File: src/rhs_pkg.sv
`timescale 1ns / 1ps

package rhs_pkg;

   localparam int MAX_SERVERS = 256;
   localparam int POS_W       = $clog2(MAX_SERVERS) + 1;
   localparam int IDX_W       = $clog2(MAX_SERVERS);
   localparam int RANK_BYTES  = 4;
   localparam int CNT_W       = $clog2(RANK_BYTES);

   localparam logic [63:0] FNV_BASIS   = 64'hcbf29ce484222325;
   // multiplier 0x100000001b3 = 2**40 + 0x1b3
   localparam int          FNV_SHIFT   = 40;
   localparam logic [8:0]  FNV_MULT_LO = 9'h1b3;

   typedef enum logic [2:0] {
      KIND_PATH_BYTE  = 3'd0,
      KIND_PATH_END   = 3'd1,
      KIND_UUID_BYTE  = 3'd2,
      KIND_RANK       = 3'd3,
      KIND_ADDR_BYTE  = 3'd4,
      KIND_SERVER_END = 3'd5,
      KIND_FINISH     = 3'd6
   } kind_type;

   typedef enum logic [1:0] {
      OP_ZERO = 2'd0,
      OP_CHAR = 2'd1,
      OP_RANK = 2'd2
   } opsel_type;

   typedef enum logic [1:0] {
      ST_IDLE = 2'd0,
      ST_RANK = 2'd1,
      ST_TAIL = 2'd2
   } state_type;

   typedef struct packed {
      logic      step;
      opsel_type opsel;
      logic      load_rank;
      logic      save_prefix;
      logic      server_end;
      logic      finish;
   } cmd_type;

endpackage

File: src/rhs_ctrl.sv
`timescale 1ns / 1ps

module rhs_ctrl (
   input  logic              clock,
   input  logic              reset,
   input  logic              req_tvalid,
   output logic              req_tready,
   input  rhs_pkg::kind_type req_kind,
   output logic              rsp_tvalid,
   input  logic              rsp_tready,
   output rhs_pkg::cmd_type  cmd
);
   import rhs_pkg::*;

   state_type        state_ff, state_in;
   logic [CNT_W-1:0] cnt_ff, cnt_in;
   logic             rsp_valid_ff, rsp_valid_in;
   logic             accept;

   // beyond a rank item's hold, a finish item waits only while an earlier result is still held
   assign req_tready = (state_ff == ST_IDLE) &&
                       (!rsp_valid_ff || rsp_tready || (req_kind != KIND_FINISH));
   assign accept     = req_tvalid && req_tready;
   assign rsp_tvalid = rsp_valid_ff;

   always_ff @(posedge clock) begin
      if (reset) begin
         state_ff     <= ST_IDLE;
         cnt_ff       <= '0;
         rsp_valid_ff <= 1'b0;
      end else begin
         state_ff     <= state_in;
         cnt_ff       <= cnt_in;
         rsp_valid_ff <= rsp_valid_in;
      end
   end

   always_comb begin
      state_in     = state_ff;
      cnt_in       = cnt_ff;
      cmd          = '0;
      cmd.opsel    = OP_ZERO;
      rsp_valid_in = rsp_valid_ff && !rsp_tready;
      case (state_ff)
         ST_IDLE: begin
            if (accept) begin
               case (req_kind)
                  KIND_PATH_BYTE, KIND_UUID_BYTE, KIND_ADDR_BYTE: begin
                     cmd.step  = 1'b1;
                     cmd.opsel = OP_CHAR;
                  end
                  KIND_PATH_END: begin
                     cmd.step        = 1'b1;
                     cmd.save_prefix = 1'b1;
                  end
                  KIND_RANK: begin
                     // leading NUL step now, then four rank bytes and a NUL
                     cmd.step      = 1'b1;
                     cmd.load_rank = 1'b1;
                     cnt_in        = '0;
                     state_in      = ST_RANK;
                  end
                  KIND_SERVER_END: begin
                     cmd.server_end = 1'b1;
                  end
                  KIND_FINISH: begin
                     cmd.finish   = 1'b1;
                     rsp_valid_in = 1'b1;
                  end
                  default: begin
                  end
               endcase
            end
         end
         ST_RANK: begin
            cmd.step  = 1'b1;
            cmd.opsel = OP_RANK;
            cnt_in    = cnt_ff + 1'b1;
            if (cnt_ff == CNT_W'(RANK_BYTES - 1)) begin
               state_in = ST_TAIL;
            end
         end
         ST_TAIL: begin
            cmd.step = 1'b1;
            state_in = ST_IDLE;
         end
         default: begin
            state_in = ST_IDLE;
         end
      endcase
   end

endmodule

File: src/rhs_datapath.sv
`timescale 1ns / 1ps

module rhs_datapath (
   input  logic             clock,
   input  logic             reset,
   input  rhs_pkg::cmd_type cmd,
   input  logic             csr_wr_en,
   input  logic             csr_wr_data,
   input  logic [7:0]       data_byte,
   input  logic [31:0]      rank_value,
   input  logic             server_live,
   output logic             found,
   output logic [7:0]       server_index,
   output logic [63:0]      win_score,
   output logic             index_overflow
);
   import rhs_pkg::*;

   logic             sign_ext_ff;
   logic [63:0]      running_ff, running_in;
   logic [63:0]      prefix_ff, prefix_in;
   logic [63:0]      best_ff, best_in;
   logic [IDX_W-1:0] best_pos_ff, best_pos_in;
   logic             have_best_ff, have_best_in;
   logic [POS_W-1:0] srv_pos_ff, srv_pos_in;
   logic             ovf_ff, ovf_in;
   logic [31:0]      rank_ff;

   logic [63:0] operand;
   logic [63:0] mix;
   logic [72:0] prod_lo;
   logic [63:0] stepped;
   logic        full;
   logic        take;

   always_comb begin
      case (cmd.opsel)
         OP_CHAR: operand = {{56{sign_ext_ff & data_byte[7]}}, data_byte};
         OP_RANK: operand = {56'd0, rank_ff[7:0]};
         default: operand = '0;
      endcase
   end

   // h * 0x100000001b3 mod 2**64 as (h << 40) + h * 0x1b3
   assign mix     = running_ff ^ operand;
   assign prod_lo = mix * FNV_MULT_LO;
   assign stepped = (mix << FNV_SHIFT) + prod_lo[63:0];

   assign full = srv_pos_ff >= POS_W'(MAX_SERVERS);
   assign take = server_live && (!have_best_ff || (running_ff > best_ff));

   always_comb begin
      running_in   = running_ff;
      prefix_in    = prefix_ff;
      best_in      = best_ff;
      best_pos_in  = best_pos_ff;
      have_best_in = have_best_ff;
      srv_pos_in   = srv_pos_ff;
      ovf_in       = ovf_ff;
      if (cmd.finish) begin
         running_in   = FNV_BASIS;
         prefix_in    = FNV_BASIS;
         best_in      = '0;
         best_pos_in  = '0;
         have_best_in = 1'b0;
         srv_pos_in   = '0;
         ovf_in       = 1'b0;
      end else if (cmd.server_end) begin
         running_in = prefix_ff;
         if (full) begin
            ovf_in = 1'b1;
         end else begin
            if (take) begin
               best_in      = running_ff;
               best_pos_in  = srv_pos_ff[IDX_W-1:0];
               have_best_in = 1'b1;
            end
            srv_pos_in = srv_pos_ff + 1'b1;
         end
      end else if (cmd.step) begin
         running_in = stepped;
         if (cmd.save_prefix) begin
            prefix_in = stepped;
         end
      end
   end

   always_ff @(posedge clock) begin
      if (reset) begin
         sign_ext_ff  <= 1'b1;
         running_ff   <= FNV_BASIS;
         prefix_ff    <= FNV_BASIS;
         best_ff      <= '0;
         best_pos_ff  <= '0;
         have_best_ff <= 1'b0;
         srv_pos_ff   <= '0;
         ovf_ff       <= 1'b0;
      end else begin
         if (csr_wr_en) begin
            sign_ext_ff <= csr_wr_data;
         end
         running_ff   <= running_in;
         prefix_ff    <= prefix_in;
         best_ff      <= best_in;
         best_pos_ff  <= best_pos_in;
         have_best_ff <= have_best_in;
         srv_pos_ff   <= srv_pos_in;
         ovf_ff       <= ovf_in;
      end
   end

   // rank bytes go out low byte first
   always_ff @(posedge clock) begin
      if (cmd.load_rank) begin
         rank_ff <= rank_value;
      end else if (cmd.step && (cmd.opsel == OP_RANK)) begin
         rank_ff <= rank_ff >> 8;
      end
   end

   // result register, loaded from the state that finish is about to clear
   always_ff @(posedge clock) begin
      if (cmd.finish) begin
         found          <= have_best_ff;
         server_index   <= have_best_ff ? 8'(best_pos_ff) : 8'd0;
         win_score      <= have_best_ff ? best_ff : 64'd0;
         index_overflow <= ovf_ff;
      end
   end

endmodule

File: src/rendezvous_hash_server_select.sv
`timescale 1ns / 1ps
// Channel  Direction  Ports                                  Contents
// req      in         req_tvalid/tready/tdata[47:0]/tuser[2:0]  one request item
// rsp      out        rsp_tvalid/tready/tdata[79:0]          chosen server on finish
// csr      in         csr_wr_en, csr_wr_data                 char sign-extend bit
//
// Byte and path end items each make one hash step; a rank item makes a NUL step,
// four rank byte steps and a NUL step, all through the single FNV multiply-add unit.
// Synchronous active-high reset; sign-extend resets to 1, hash state to basis.
// Beyond the hold during a rank item, a finish item stalls only while the previous
// result is still held in rsp; other items keep flowing while it waits.

module rendezvous_hash_server_select (
   input  logic        clock,
   input  logic        reset,
   input  logic        req_tvalid,
   output logic        req_tready,
   // [7:0] data_byte, [39:8] rank_value, [40] server_live, [47:41] zero
   input  logic [47:0] req_tdata,
   // [2:0] req_type
   input  logic [2:0]  req_tuser,
   output logic        rsp_tvalid,
   input  logic        rsp_tready,
   // [0] found, [8:1] server_index, [72:9] win_score, [73] index_overflow,
   // [79:74] zero
   output logic [79:0] rsp_tdata,
   input  logic        csr_wr_en,
   input  logic        csr_wr_data
);
   import rhs_pkg::*;

   cmd_type     cmd;
   kind_type    req_kind;
   logic        found;
   logic [7:0]  server_index;
   logic [63:0] win_score;
   logic        index_overflow;

   assign req_kind = kind_type'(req_tuser);

   rhs_ctrl u_ctrl (
      .clock      (clock),
      .reset      (reset),
      .req_tvalid (req_tvalid),
      .req_tready (req_tready),
      .req_kind   (req_kind),
      .rsp_tvalid (rsp_tvalid),
      .rsp_tready (rsp_tready),
      .cmd        (cmd)
   );

   rhs_datapath u_datapath (
      .clock          (clock),
      .reset          (reset),
      .cmd            (cmd),
      .csr_wr_en      (csr_wr_en),
      .csr_wr_data    (csr_wr_data),
      .data_byte      (req_tdata[7:0]),
      .rank_value     (req_tdata[39:8]),
      .server_live    (req_tdata[40]),
      .found          (found),
      .server_index   (server_index),
      .win_score      (win_score),
      .index_overflow (index_overflow)
   );

   assign rsp_tdata = {6'd0, index_overflow, win_score, server_index, found};

   a_rank_busy: assert property (@(posedge clock) disable iff (reset)
      (req_tvalid && req_tready && (req_tuser == KIND_RANK)) |=>
         !req_tready ##1 !req_tready ##1 !req_tready ##1 !req_tready ##1 !req_tready)
      else $error("rank item did not hold the input for its hash steps");

   a_finish_result: assert property (@(posedge clock) disable iff (reset)
      (req_tvalid && req_tready && (req_tuser == KIND_FINISH)) |=> rsp_tvalid)
      else $error("finish item gave no result");

   a_not_found_zero: assert property (@(posedge clock) disable iff (reset)
      (rsp_tvalid && !rsp_tdata[0]) |-> (rsp_tdata[72:1] == 72'd0))
      else $error("not-found result carries a nonzero index or score");

   a_one_finish: assert property (@(posedge clock) disable iff (reset)
      (rsp_tvalid && !rsp_tready) |-> !(req_tready && (req_tuser == KIND_FINISH)))
      else $error("finish accepted while a result is still held");

endmodule

File: config.mk
export PLATFORM = sky130hd
export DESIGN_NAME = rendezvous_hash_server_select
export DESIGN_NICKNAME = d
export VERILOG_FILES = /design/src/rhs_pkg.sv /design/src/rhs_ctrl.sv /design/src/rhs_datapath.sv /design/src/rendezvous_hash_server_select.sv
export SDC_FILE = /design/constraint.sdc
export NUM_CORES = 1
export LEC_CHECK = 0
export BUFFER_PORTS_ARGS = -buffer_cell sky130_fd_sc_hd__buf_4
export CORE_ASPECT_RATIO = 1.25
export CORE_MARGIN = 3
export CORE_UTILIZATION = 45
export DETAILED_ROUTE_END_ITERATION = 6
export PLACE_DENSITY_LB_ADDON = 0.08
export SLEW_MARGIN = 20
export SYNTH_ARGS = -nofsm -noshare
export SYNTH_HDL_FRONTEND = slang
export SYNTH_SLANG_ARGS = --single-unit
File: constraint.sdc
create_clock -name clock -period 21.5 [get_ports clock]
set_clock_uncertainty 0.1 [all_clocks]
set_input_delay 4.3 -clock clock [delete_from_list [all_inputs] [get_ports clock]]
set_output_delay 4.3 -clock clock [all_outputs]
set_load 0.02 [all_outputs]
Word-level counts from Yosys, hierarchy flattened:

Cells that the tools add are included.

* memories: 0
* register bits after elaboration: 323
* bits in writable memories: 0
* input port bits: 57
* bits in latches: 0
* ROM bits: 0
* output and inout bits: 82

* divide/modulo/power cells: 0
* reduce and logical (&&, ||, !) cells: 26
* $mul: 1
* magnitude comparators: 2
* muxes and demuxes: 25
* shift operators: 0
* eq/ne operators: 15
* bitwise operators: 4
* $add $sub $neg: 3

Operators with widths (count)
* $mux 64: 2
* $pmux 64 s2: 1
* $add 64x64->64: 1
* $gt 64x64->1: 1
* $mul 64x9->64 const B: 1
* $mux 32: 2
* $xor 64x64->64: 1
* $pmux 2 s2: 3
* $reduce_and 3->1: 4
* $mux 2: 5
* $add 9x1->9 const B: 1
* $eq 3x3->1 const B: 3
* $ge 9x9->1 const B: 1
* $mux 1: 9
* $mux 7: 1
* $eq 2x2->1 const B: 3
* $eq 3x2->1 const B: 2
* $reduce_bool 2->1: 3
* $logic_and 1x1->1: 5
* $reduce_or 5->1: 1
* $eq 2x1->1 const B: 2
* $mux 4: 1
* $ne 2x1->1 const B: 2
* $reduce_and 2->1: 2
* other kinds (13): 19

Longest topological paths before layout:

Gate-level depths: netlist (run 1).

* depth after elaboration: 14
* depth in mapped cells: 30

Hierarchy:

From an unflattened synthesis (run 1), not the netlist that was laid out.

* cell total of the unflattened synthesis: 3030
* area, all modules: 27114.8 um^2

Modules (own cells, without submodules)
* rhs_datapath: instances 1, area each 26663.1 um^2, cells an instance 2977, seq. area each 7427.1 um^2
* rhs_ctrl: instances 1, area each 387.9 um^2, cells an instance 44, seq. area each 100.1 um^2
* rendezvous_hash_server_select: instances 1, area each 63.8 um^2, cells an instance 9, seq. area each 0.0 um^2

Worst setup path after synthesis (run 1):

Ideal clock, no wire load.

* kind: input to register
* from: input req_tuser[2]
* to: register u_datapath.prefix_ff[48]
* data arrival time: 11.617 ns
* cell stages on the path: 10
* required time: 21.269 ns
* setup slack: 9.653 ns
* library setup time: 0.131 ns
* cells stage by stage: nand2_1 nor3_1 nor2_1 nand2_1 nor3_1 nor2_1 clkbuf_1 clkbuf_1 nand3_1 o31ai_1

RTL lines
* start: declaration: line rendezvous_hash_server_select.sv:21 `input logic [2:0] req_tuser,`
* end signal: assignment: line rhs_datapath.sv:103 `prefix_ff <= prefix_in;`
* end: declaration: line rhs_datapath.sv:21 `logic [63:0] prefix_ff, prefix_in;`

Worst setup path in the final report (run 1):

* from: input req_tuser[0]
* to: register u_datapath.running_ff[55]

* longest elaborated chain between the ends: 13
* elaborated cells on any way between the ends: 31
* those cells by class: add/sub (1); mul (1); eq/ne (9); mux (11); bitwise (1); reduce/logical (8)

RTL lines
* branches (longest 4 deep; another with $eq 3x2->1)
* $mux 7 *: line rhs_ctrl.sv:46 `if (accept) begin`
* $pmux 2 s2: line rhs_ctrl.sv:44 `case (state_ff)`
* $eq 2x2->1 / $eq 2x1->1 (equally long branches): line rhs_datapath.sv:37 `case (cmd.opsel)`
* $pmux 64 s2: line rhs_datapath.sv:37
* $xor 64x64->64: line rhs_datapath.sv:45 `assign mix = running_ff ^ operand;`
* $mul 64x9->64: line rhs_datapath.sv:46 `assign prod_lo = mix * FNV_MULT_LO;`
* $add 64x64->64: line rhs_datapath.sv:47 `assign stepped = (mix << FNV_SHIFT) + prod_lo[63:0];`
* $mux 64: line rhs_datapath.sv:80 `end else if (cmd.step) begin`
* $mux 64: line rhs_datapath.sv:68 `end else if (cmd.server_end) begin`
* end signal: assignment: line rhs_datapath.sv:102 `running_ff <= running_in;`
* end: declaration: line rhs_datapath.sv:20 `logic [63:0] running_ff, running_in;`

Mark *: on every way between the ends. The select of a mux whose other input is x is not followed.
A chain may end at the register's enable or synchronous reset.

==> results of run 1 <==
[layer usage]
metal  track usage (%)  part of all wire (%)  vias to the layer above
li1                  -                     -                    10080
met1             30.99                    45                    10020
met2             41.42                    50                      333
met3             2.484                   3.3                       71
met4             4.957                   1.9                        0
met5                 0                     0                        -
[through the flow]
step,hold slack [ns],std cells
after floorplan,0.3090,3067
after global placement,0.3386,3762
after detailed placement,0.3437,3762
after CTS,0.3523,3830
after global routing,0.3624,3830
final,0.3502,3830
[layout by cell type, fill, tap and decap left out, types with 20 or more instances in the layout]
cell | netlist | final
nand2_1 | 471 | 470
a21o_1 | 69 | 68
or3_1 | 21 | 21
o21a_1 | 22 | 22
a211oi_1 | 20 | 20
dfxtp_1 | 217 | 216
nand4_1 | 29 | 29
fa_1 | 214 | 214
nor2_1 | 136 | 135
and3_1 | 41 | 41
o21ai_0 | 76 | 76
xor2_1 | 59 | 59
o21ai_1 | 25 | 25
edfxtp_1 | 106 | 106
clkbuf_16 | 0 | 38
nor3_1 | 41 | 40
nand3_1 | 51 | 51
ha_1 | 213 | 213
and2_1 | 81 | 81
a21oi_1 | 171 | 169
mux2i_1 | 79 | 79
inv_1 | 373 | 373
o211ai_1 | 34 | 34
xnor2_1 | 130 | 130
buf_4 | 8 | 144
[critical path: cells and delay by family]
kind | cells | cell delay, ns
buffers and inverters | 3 | 0.22
AND/OR/NAND/NOR | 2 | 0.68
AO/OA/AOI/OAI | 10 | 2.63
adder cells (fa/ha/maj) | 6 | 2.11
XOR/XNOR | 3 | 1.62
[kinds of logic after synthesis]
logic type | share of synthesized area, %
buffers and inverters | 8.350
and+or+nand+nor | 15.54
DFF | 27.97
AOI/OAI and AO/OA | 13.07
muxes | 2.938
xor gates and xnor gates | 6.295
other | 0.01393
adders and majority gates | 25.82
[state kept, by name, indices dropped and copies added (netlist names)]
name                       flops
u_datapath.best_ff            64
u_datapath.prefix_ff          64
u_datapath.running_ff         64
u_datapath.win_score          64
u_datapath.rank_ff            32
u_datapath.srv_pos_ff          9
u_datapath.best_pos_ff         8
u_datapath.server_index        8
u_ctrl.cnt_ff                  2
u_ctrl.state_ff                2
u_ctrl.rsp_tvalid              1
u_datapath.found               1
u_datapath.have_best_ff        1
u_datapath.index_overflow      1
u_datapath.ovf_ff              1
u_datapath.sign_ext_ff         1
[worst max-delay path by stage]
stage	to	slack [ns]	depth (start not counted)
2_1_floorplan	u_datapath.prefix_ff[48]$_SDFFE_PP0P_	9.65	10
3_3_place_gp	u_datapath.running_ff[63]$_SDFFE_PP1P_	9.65	24
3_5_place_dp	u_datapath.running_ff[63]$_SDFFE_PP1P_	9.67	24
4_1_cts	u_datapath.running_ff[63]$_SDFFE_PP1P_	10.27	24
5_1_grt	u_datapath.running_ff[55]$_SDFFE_PP1P_	9.91	24
6_report	u_datapath.running_ff[55]$_SDFFE_PP1P_	10.24	24
[area by class of cell]
class | instances | area share, %
clock buffers | 46 | 3.372
clock inverters | 22 | 0.7068
flip-flops and latches | 323 | 25.62
multi-input cells | 2164 | 58.57
inverters | 373 | 4.765
repair buffers | 145 | 3.747
well taps | 757 | 3.223
==> impl_metrics.tcl, run 1 <==
set metrics [dict create \
    filler_cell_count 5529 \
    synthCells 3062 \
    setup_slack_ns 10.24 \
    core_um2 58840 \
    slowest_delay_ns 0.91 \
    worstPathMaxFanout 9 \
    cpMaxStageDelayCell "xnor2_1" \
    reg2reg_depth 25 \
    timing.final.crit_period_ns 11.26 \
    route.final.wire_length_um 72530 \
    io_pins 139 \
    slew_headroom_pct 22.54 \
    cts_hold_buf 0 \
    path_class "in -> reg" \
    num_rows 99 \
    start_util_pct 45.74 \
    crit_top_cell "ha_1" \
    worstPathArrival_ns 11.57 \
    wl_per_cell_um 18.94 \
    placed_cell_area_um2 28190 \
    setup_viol 0 \
    vias_per_cell 5.352 \
    dp_hpwl_um 55610 \
    cap_violations 0 \
    clock_path_buffers 3 \
    reg2reg_slack_ns 13.37 \
    post-route-drc-count 0 \
    worstReg2RegEnd "u_datapath.running_ff[55]$_SDFFE_PP1P_" \
    holdPathStages 2 \
    antenna_cells 0 \
    synthTopCellsByArea "dfxtp_1 16%, fa_1 16%, edfxtp_1 12%" \
    postRouteAntennaNets 0 \
    synth_edf_count 106 \
    setup_tns_ns 0 \
    post-route-cell-area_um2 29380 \
    max_freq_mhz 88.79 \
    cts_resized 0 \
    grt_pass1_vias 20840 \
    track_usage_pct 23.37 \
    hold_violations 0 \
    crit_path_cell_trace "buf_4 > and4bb_4 > and2_1 > a22oi_1 > xnor2_1 > ha_1 > xor2_1 > ha_1 > inv_1 > fa_1 > inv_1 > ha_1 > ha_1 > fa_1 > a211oi_1 > o21bai_1 > a41oi_1 > o311ai_2 > o21ai_1 > o21ai_1 > a21oi_1 > o21bai_1 > xnor2_1 > o2111ai_1" \
    drive_gt1_share_pct 7.712 \
    gp_congestion 0.9006 \
    clk_pin_slew_ns 0.07 \
    syn_area_um2 26910 \
    synth_most_common_cell "nand2_1" \
    synth_top_area_share_pct 16.14 \
    vias 20500 \
    dr.pass1.iters 5 \
    syn_area_per_cell_um2 8.789 \
    rsz0062_at_grt "false" \
    status "completed" \
    area_delta_synth_final_pct 9.187 \
    min_period_over_period_pct 52.39 \
    first_iter_violations 1179 \
    die-area_um2 62790 \
    die_x_um 224.7 \
    r2r-start "u_ctrl.state_ff[1]$_SDFFE_PP0P_" \
    post_cts_buffers 0 \
    hp-class "reg -> reg" \
    slew_violations 0 \
    cts_buffers 38 \
    startpoint "req_tuser[0]" \
    start_kind "input port" \
    tightest_slew_ns 1.154 \
    grt_remaining_overflow 0 \
    ys_seq_area_share_pct 27.97 \
    final_util_pct 49.94 \
    ys.flop_type "dfxtp_1" \
    htreeDepth 2 \
    synth_common_cells "471 x nand2_1, 373 x inv_1, 217 x dfxtp_1, 214 x fa_1, 213 x ha_1" \
    ys_types 84 \
    required_ns 21.81 \
    grt_antenna_before_repair 0 \
    cts_root_buf "clkbuf_16" \
    multiInputGateArea_um2 17210 \
    place_ws_ns 9.673 \
    async_reset_ff_share_pct 0 \
    grt_pass1_wl_um 116300 \
    yosys_warnings 0 \
    cts_tree "done" \
    portBuffers 125 \
    crit_path_end_kind "register" \
    yosys.area.top_type "dfxtp_1" \
    worstHoldStart "u_datapath.prefix_ff[19]$_SDFFE_PP0P_" \
    die_h_um 279.4 \
    cts_sinks 323 \
    grt_max_degree 203 \
    seq_area_um2 7528 \
    hold-path-endpoint "u_datapath.prefix_ff[19]$_SDFFE_PP0P_" \
    clock_latency_ns 0.58 \
    ys_ff_latch 323 \
    fin_nets 3529 \
]
Power of run 1 is left out: the tool's default activity adds up to more than one toggle a clock period on the data nets, which glitch-free logic cannot reach.
==> run 2, diff against run 1 <==
--- a/config.mk
+++ b/config.mk
@@ -5,6 +5,7 @@
 export SDC_FILE = /design/constraint.sdc
 export NUM_CORES = 1
 export LEC_CHECK = 0
+export ABC_AREA = 1
 export BUFFER_PORTS_ARGS = -buffer_cell sky130_fd_sc_hd__buf_4
 export CORE_ASPECT_RATIO = 1.25
 export CORE_MARGIN = 3
==> constraint.sdc (replaced) <==
create_clock -name clock -period 11.7 [get_ports clock]
set_clock_uncertainty 0.1 [all_clocks]
set_input_delay 2.34 -clock clock [delete_from_list [all_inputs] [get_ports clock]]
set_output_delay 2.34 -clock clock [all_outputs]
set_load 0.02 [all_outputs]
==> impl_metrics.tcl, run 2 <==
set metrics [dict create \
    status "completed" \
    cap_violations 0 \
    tightest_slew_ns 1.064 \
    grt_remaining_overflow 0 \
    cts_tree "done" \
    wl_per_cell_um 19.95 \
    crit_top_cell "nand2_1" \
    clk_pin_slew_ns 0.06 \
    reg2reg_depth 29 \
    dr.pass1.iters 6 \
    ys.flop_type "dfxtp_1" \
    grt_pass1_wl_um 136800 \
    path_class "in -> reg" \
    filler_cell_count 5946 \
    grt_max_degree 93 \
    start_util_pct 45.92 \
    cts_hold_buf 0 \
    final_util_pct 50.58 \
    hold_violations 0 \
    cts_buffers 38 \
    setup_viol 0 \
    slowest_delay_ns 0.62 \
    path_delay_family "simple AND/OR/NAND/NOR gates" \
    clock_path_buffers 3 \
    final_cell_mix "729 x inv_1, 710 x nand2_1, 286 x a21oi_1" \
    worstReg2RegEnd "u_datapath.running_ff[38]$_SDFFE_PP1P_" \
    dp_hpwl_um 72360 \
    synth_most_common_cell "inv_1" \
    max_freq_mhz 111.4 \
    crit_path_end_kind "register" \
    cpMaxStageDelayCell "xor2_1" \
    synthCells 3561 \
    die_h_um 282.8 \
    area_delta_synth_final_pct 10.14 \
    r2r-start "u_ctrl.state_ff[1]$_SDFFE_PP0P_" \
    htreeDepth 2 \
    drive_gt1_share_pct 6.510 \
    post-route-drc-count 0 \
    setup_tns_ns 0 \
    reg2reg_slack_ns 4.08 \
    track_usage_pct 27.98 \
    slew_violations 0 \
    synthTopCellsByArea "dfxtp_1 16%, fa_1 16%, edfxtp_1 12%" \
    worstPathArrival_ns 9.28 \
    die-area_um2 64310 \
    path_buf_inv 8 \
    first_iter_violations 1563 \
    cts_resized 0 \
    cts_root_buf "clkbuf_16" \
    min_period_over_period_pct 76.74 \
    portBuffers 125 \
    holdPathStages 0 \
    gp_congestion 1.043 \
    layout_commonest_cell "inv_1" \
    worstPathMaxFanout 28 \
    slew_headroom_pct 29.10 \
    ys_seq_area_share_pct 27.29 \
    vias 23320 \
    antenna_cells 0 \
    num_rows 100 \
    clock_latency_ns 0.58 \
    async_reset_ff_share_pct 0 \
    required_ns 12.00 \
    rsz0062_at_grt "false" \
    fin_nets 4125 \
    synth_common_cells "730 x inv_1, 711 x nand2_1, 286 x a21oi_1, 255 x nor2_1, 217 x dfxtp_1" \
    syn_area_per_cell_um2 7.745 \
    placed_cell_area_um2 29120 \
    post_cts_buffers 0 \
    hp-class "reg -> reg" \
    grt_antenna_before_repair 0 \
    vias_per_cell 5.257 \
    synth_top_area_share_pct 15.75 \
    die_x_um 227.4 \
    hold-path-endpoint "u_datapath.index_overflow$_DFFE_PP_" \
    post-route-cell-area_um2 30380 \
    syn_area_um2 27580 \
    postRouteAntennaNets 0 \
    seq_area_um2 7528 \
    start_kind "input port" \
    grt_pass1_vias 23240 \
    core_um2 60060 \
    multiInputGateArea_um2 16750 \
    worstHoldStart "u_datapath.ovf_ff$_SDFFE_PP0P_" \
    ys_ff_latch 323 \
    yosys_warnings 0 \
    timing.final.crit_period_ns 8.978 \
    yosys.area.top_type "dfxtp_1" \
    route.final.wire_length_um 88500 \
    ys_types 53 \
    cts_sinks 323 \
    synth_edf_count 106 \
    io_pins 139 \
]
-- run 2: cell type report --
cell class	instances	area share, %
inverter	738	9.127
multi-input combinational	2393	55.14
clock inverter	27	0.8608
sequential	323	24.78
tap	765	3.151
timing repair buffer	147	3.674
clock buffer	43	3.262
-- run 2: how the worst max path moves through the flow --
stage          cells past startpoint                                     end         start
6_report                          27  u_datapath.running_ff[38]$_SDFFE_PP1P_  req_tdata[7]
4_1_cts                           27  u_datapath.running_ff[38]$_SDFFE_PP1P_  req_tdata[7]
3_3_place_gp                      27  u_datapath.running_ff[38]$_SDFFE_PP1P_  req_tdata[7]
5_1_grt                           27  u_datapath.running_ff[62]$_SDFFE_PP1P_  req_tdata[7]
3_5_place_dp                      27  u_datapath.running_ff[62]$_SDFFE_PP1P_  req_tdata[7]
2_1_floorplan                     27  u_datapath.running_ff[55]$_SDFFE_PP1P_  req_tuser[2]
-- run 2: metrics by stage --
step | instances | hold WS [ns] | worst slack, ns
4_1_cts | 4436 | 0.3431 | 2.801
3_3_place_gp | 4366 | 0.3194 | 2.234
3_5_place_dp | 4366 | 0.3317 | 2.209
6_report | 4436 | 0.3459 | 2.722
2_1_floorplan | 3566 | 0.3082 | 3.968
5_1_grt | 4436 | 0.3496 | 2.415
-- run 2: cells by family (layout without fill, tap and decap cells) --
logic type,count (synthesis),in the layout,synth area share [%]
other cells,1,6,0.01360
compound gates,569,569,11.69
xor+xnor,169,169,5.367
flops,323,323,27.29
fa+ha+maj,427,427,25.20
buf+inv,850,955,12.13
simple gates,1222,1222,18.31
-- run 2: metal layers --
| metal | track usage, % | vias to the layer above | part of all wire (%) |
|---|---|---|---|
| met4 | 9.530 | 0 | 3.9 |
| met5 | 0 | - | 0 |
| met2 | 46.67 | 613 | 47 |
| met1 | 38.00 | 11250 | 44 |
| met3 | 3.052 | 114 | 4.9 |
| li1 | - | 11350 | - |
Power of run 2 is left out for the same reason.
==> run 3, diff against run 2 <==
==> constraint.sdc (replaced) <==
create_clock -name clock -period 8.43 [get_ports clock]
set_clock_uncertainty 0.1 [all_clocks]
set_input_delay 1.686 -clock clock [delete_from_list [all_inputs] [get_ports clock]]
set_output_delay 1.686 -clock clock [all_outputs]
set_load 0.02 [all_outputs]
==> impl_metrics.tcl, run 3 (synthesis results as in run 2) <==
set metrics [dict create \
    die-area_um2 64310 \
    worstPathMaxFanout 23 \
    vias 23460 \
    grt_pass1_vias 23720 \
    slew_violations 0 \
    post_cts_buffers 0 \
    grt_antenna_before_repair 0 \
    fin_nets 4199 \
    drive_gt1_share_pct 8.331 \
    path_delay_family "adder cells" \
    path_buf_inv 6 \
    postRouteAntennaNets 0 \
    die_x_um 227.4 \
    io_pins 139 \
    gp_congestion 1.032 \
    start_kind "input port" \
    path_class "in -> reg" \
    cts_resized 0 \
    core_um2 60060 \
    post-route-drc-count 0 \
    dp.cells 4440 \
    layout_commonest_cell "inv_1" \
    timing.final.crit_period_ns 7.637 \
    tightest_slew_ns 1.136 \
    track_usage_pct 28.50 \
    wl_per_cell_um 20.00 \
    clock_path_buffers 3 \
    cts_buffers 38 \
    min_period_over_period_pct 90.60 \
    vias_per_cell 5.201 \
    worstPathArrival_ns 8.03 \
    hold_violations 0 \
    crit_top_cell "nand2_1" \
    cts_hold_buf 0 \
    grt_remaining_overflow 0 \
    start_util_pct 45.92 \
    final_cells 4510 \
    cts_sinks 323 \
    first_iter_violations 1510 \
    die_h_um 282.8 \
    grt_util_met2_pct 47.36 \
    cap_violations 0 \
    cts_root_buf "clkbuf_16" \
    hp-class "reg -> reg" \
    setup_viol 0 \
    required_ns 8.82 \
    dp_hpwl_um 74240 \
    route.final.wire_length_um 90220 \
    status "completed" \
    busiest_layer "met2" \
    rsz0062_at_grt "false" \
    clock_latency_ns 0.58 \
    crit_path_end_kind "register" \
    met3_usage_pct 4.108 \
    area_delta_synth_final_pct 12.15 \
    cpMaxStageDelayCell "fa_1" \
    antenna_cells 0 \
    grt_max_degree 94 \
    max_freq_mhz 130.9 \
    htreeDepth 2 \
    grt_pass1_wl_um 138700 \
    clk_pin_slew_ns 0.06 \
    final_cell_mix "729 x inv_1, 710 x nand2_1, 286 x a21oi_1" \
    dr.pass1.iters 5 \
    slowest_delay_ns 0.61 \
    use_met1_pct 37.31 \
    num_rows 100 \
    cts_tree "done" \
    portBuffers 125 \
    setup_tns_ns 0 \
    slew_headroom_pct 24.27 \
]
run 3: cell types whose count changed in the layout (fill, tap and decap cells not counted), sizes merged:
cell	delta
clkinv	-3
clkinvlp	-1
inv	-4
clkbuf	+10
bufinv	-2
buf	+74
run 3: final timing paths:
path | cells after the start | slack, ns | from | end
setup / recovery | 28 | 0.79 | req_tuser[2] | u_datapath.running_ff[58]$_SDFFE_PP0P_
hold / removal | 0 | 0.35 | u_datapath.ovf_ff$_SDFFE_PP0P_ | u_datapath.index_overflow$_DFFE_PP_
setup reg to reg | 29 | 1.46 | u_ctrl.state_ff[1]$_SDFFE_PP0P_ | u_datapath.running_ff[58]$_SDFFE_PP0P_
hold reg to reg | 0 | 0.35 | u_datapath.ovf_ff$_SDFFE_PP0P_ | u_datapath.index_overflow$_DFFE_PP_
run 3: cell type report:
cell class	count	area, um2
Timing Repair Buffer	221	1672
Multi-Input combinational cell	2393	16740
Tap cell	765	957.2
Inverter	738	2773
Clock buffer	53	1057
Fill cell	5899	29130
Clock inverter	17	198.9
Sequential cell	323	7528
run 3: routing by layer:
layer,up-vias,share of wire (%)
met4,0,4.8
met2,586,47
met1,11270,44
met5,-,0
met3,129,4.7
li1,11480,-
run 3: stage by stage:
stage	hold slack [ns]	utilization (%)	instance area, um2	setup slack, ns
3_5_place_dp	0.3328	49.41	29670	0.2153
3_3_place_gp	0.3155	49.41	29670	0.2200
5_1_grt	0.3481	51.50	30930	0.4360
6_report	0.3528	51.50	30930	0.7927
2_1_floorplan	0.3082	-	27600	1.352
4_1_cts	0.3449	51.50	30930	0.7599
Power of run 3 is left out for the same reason.
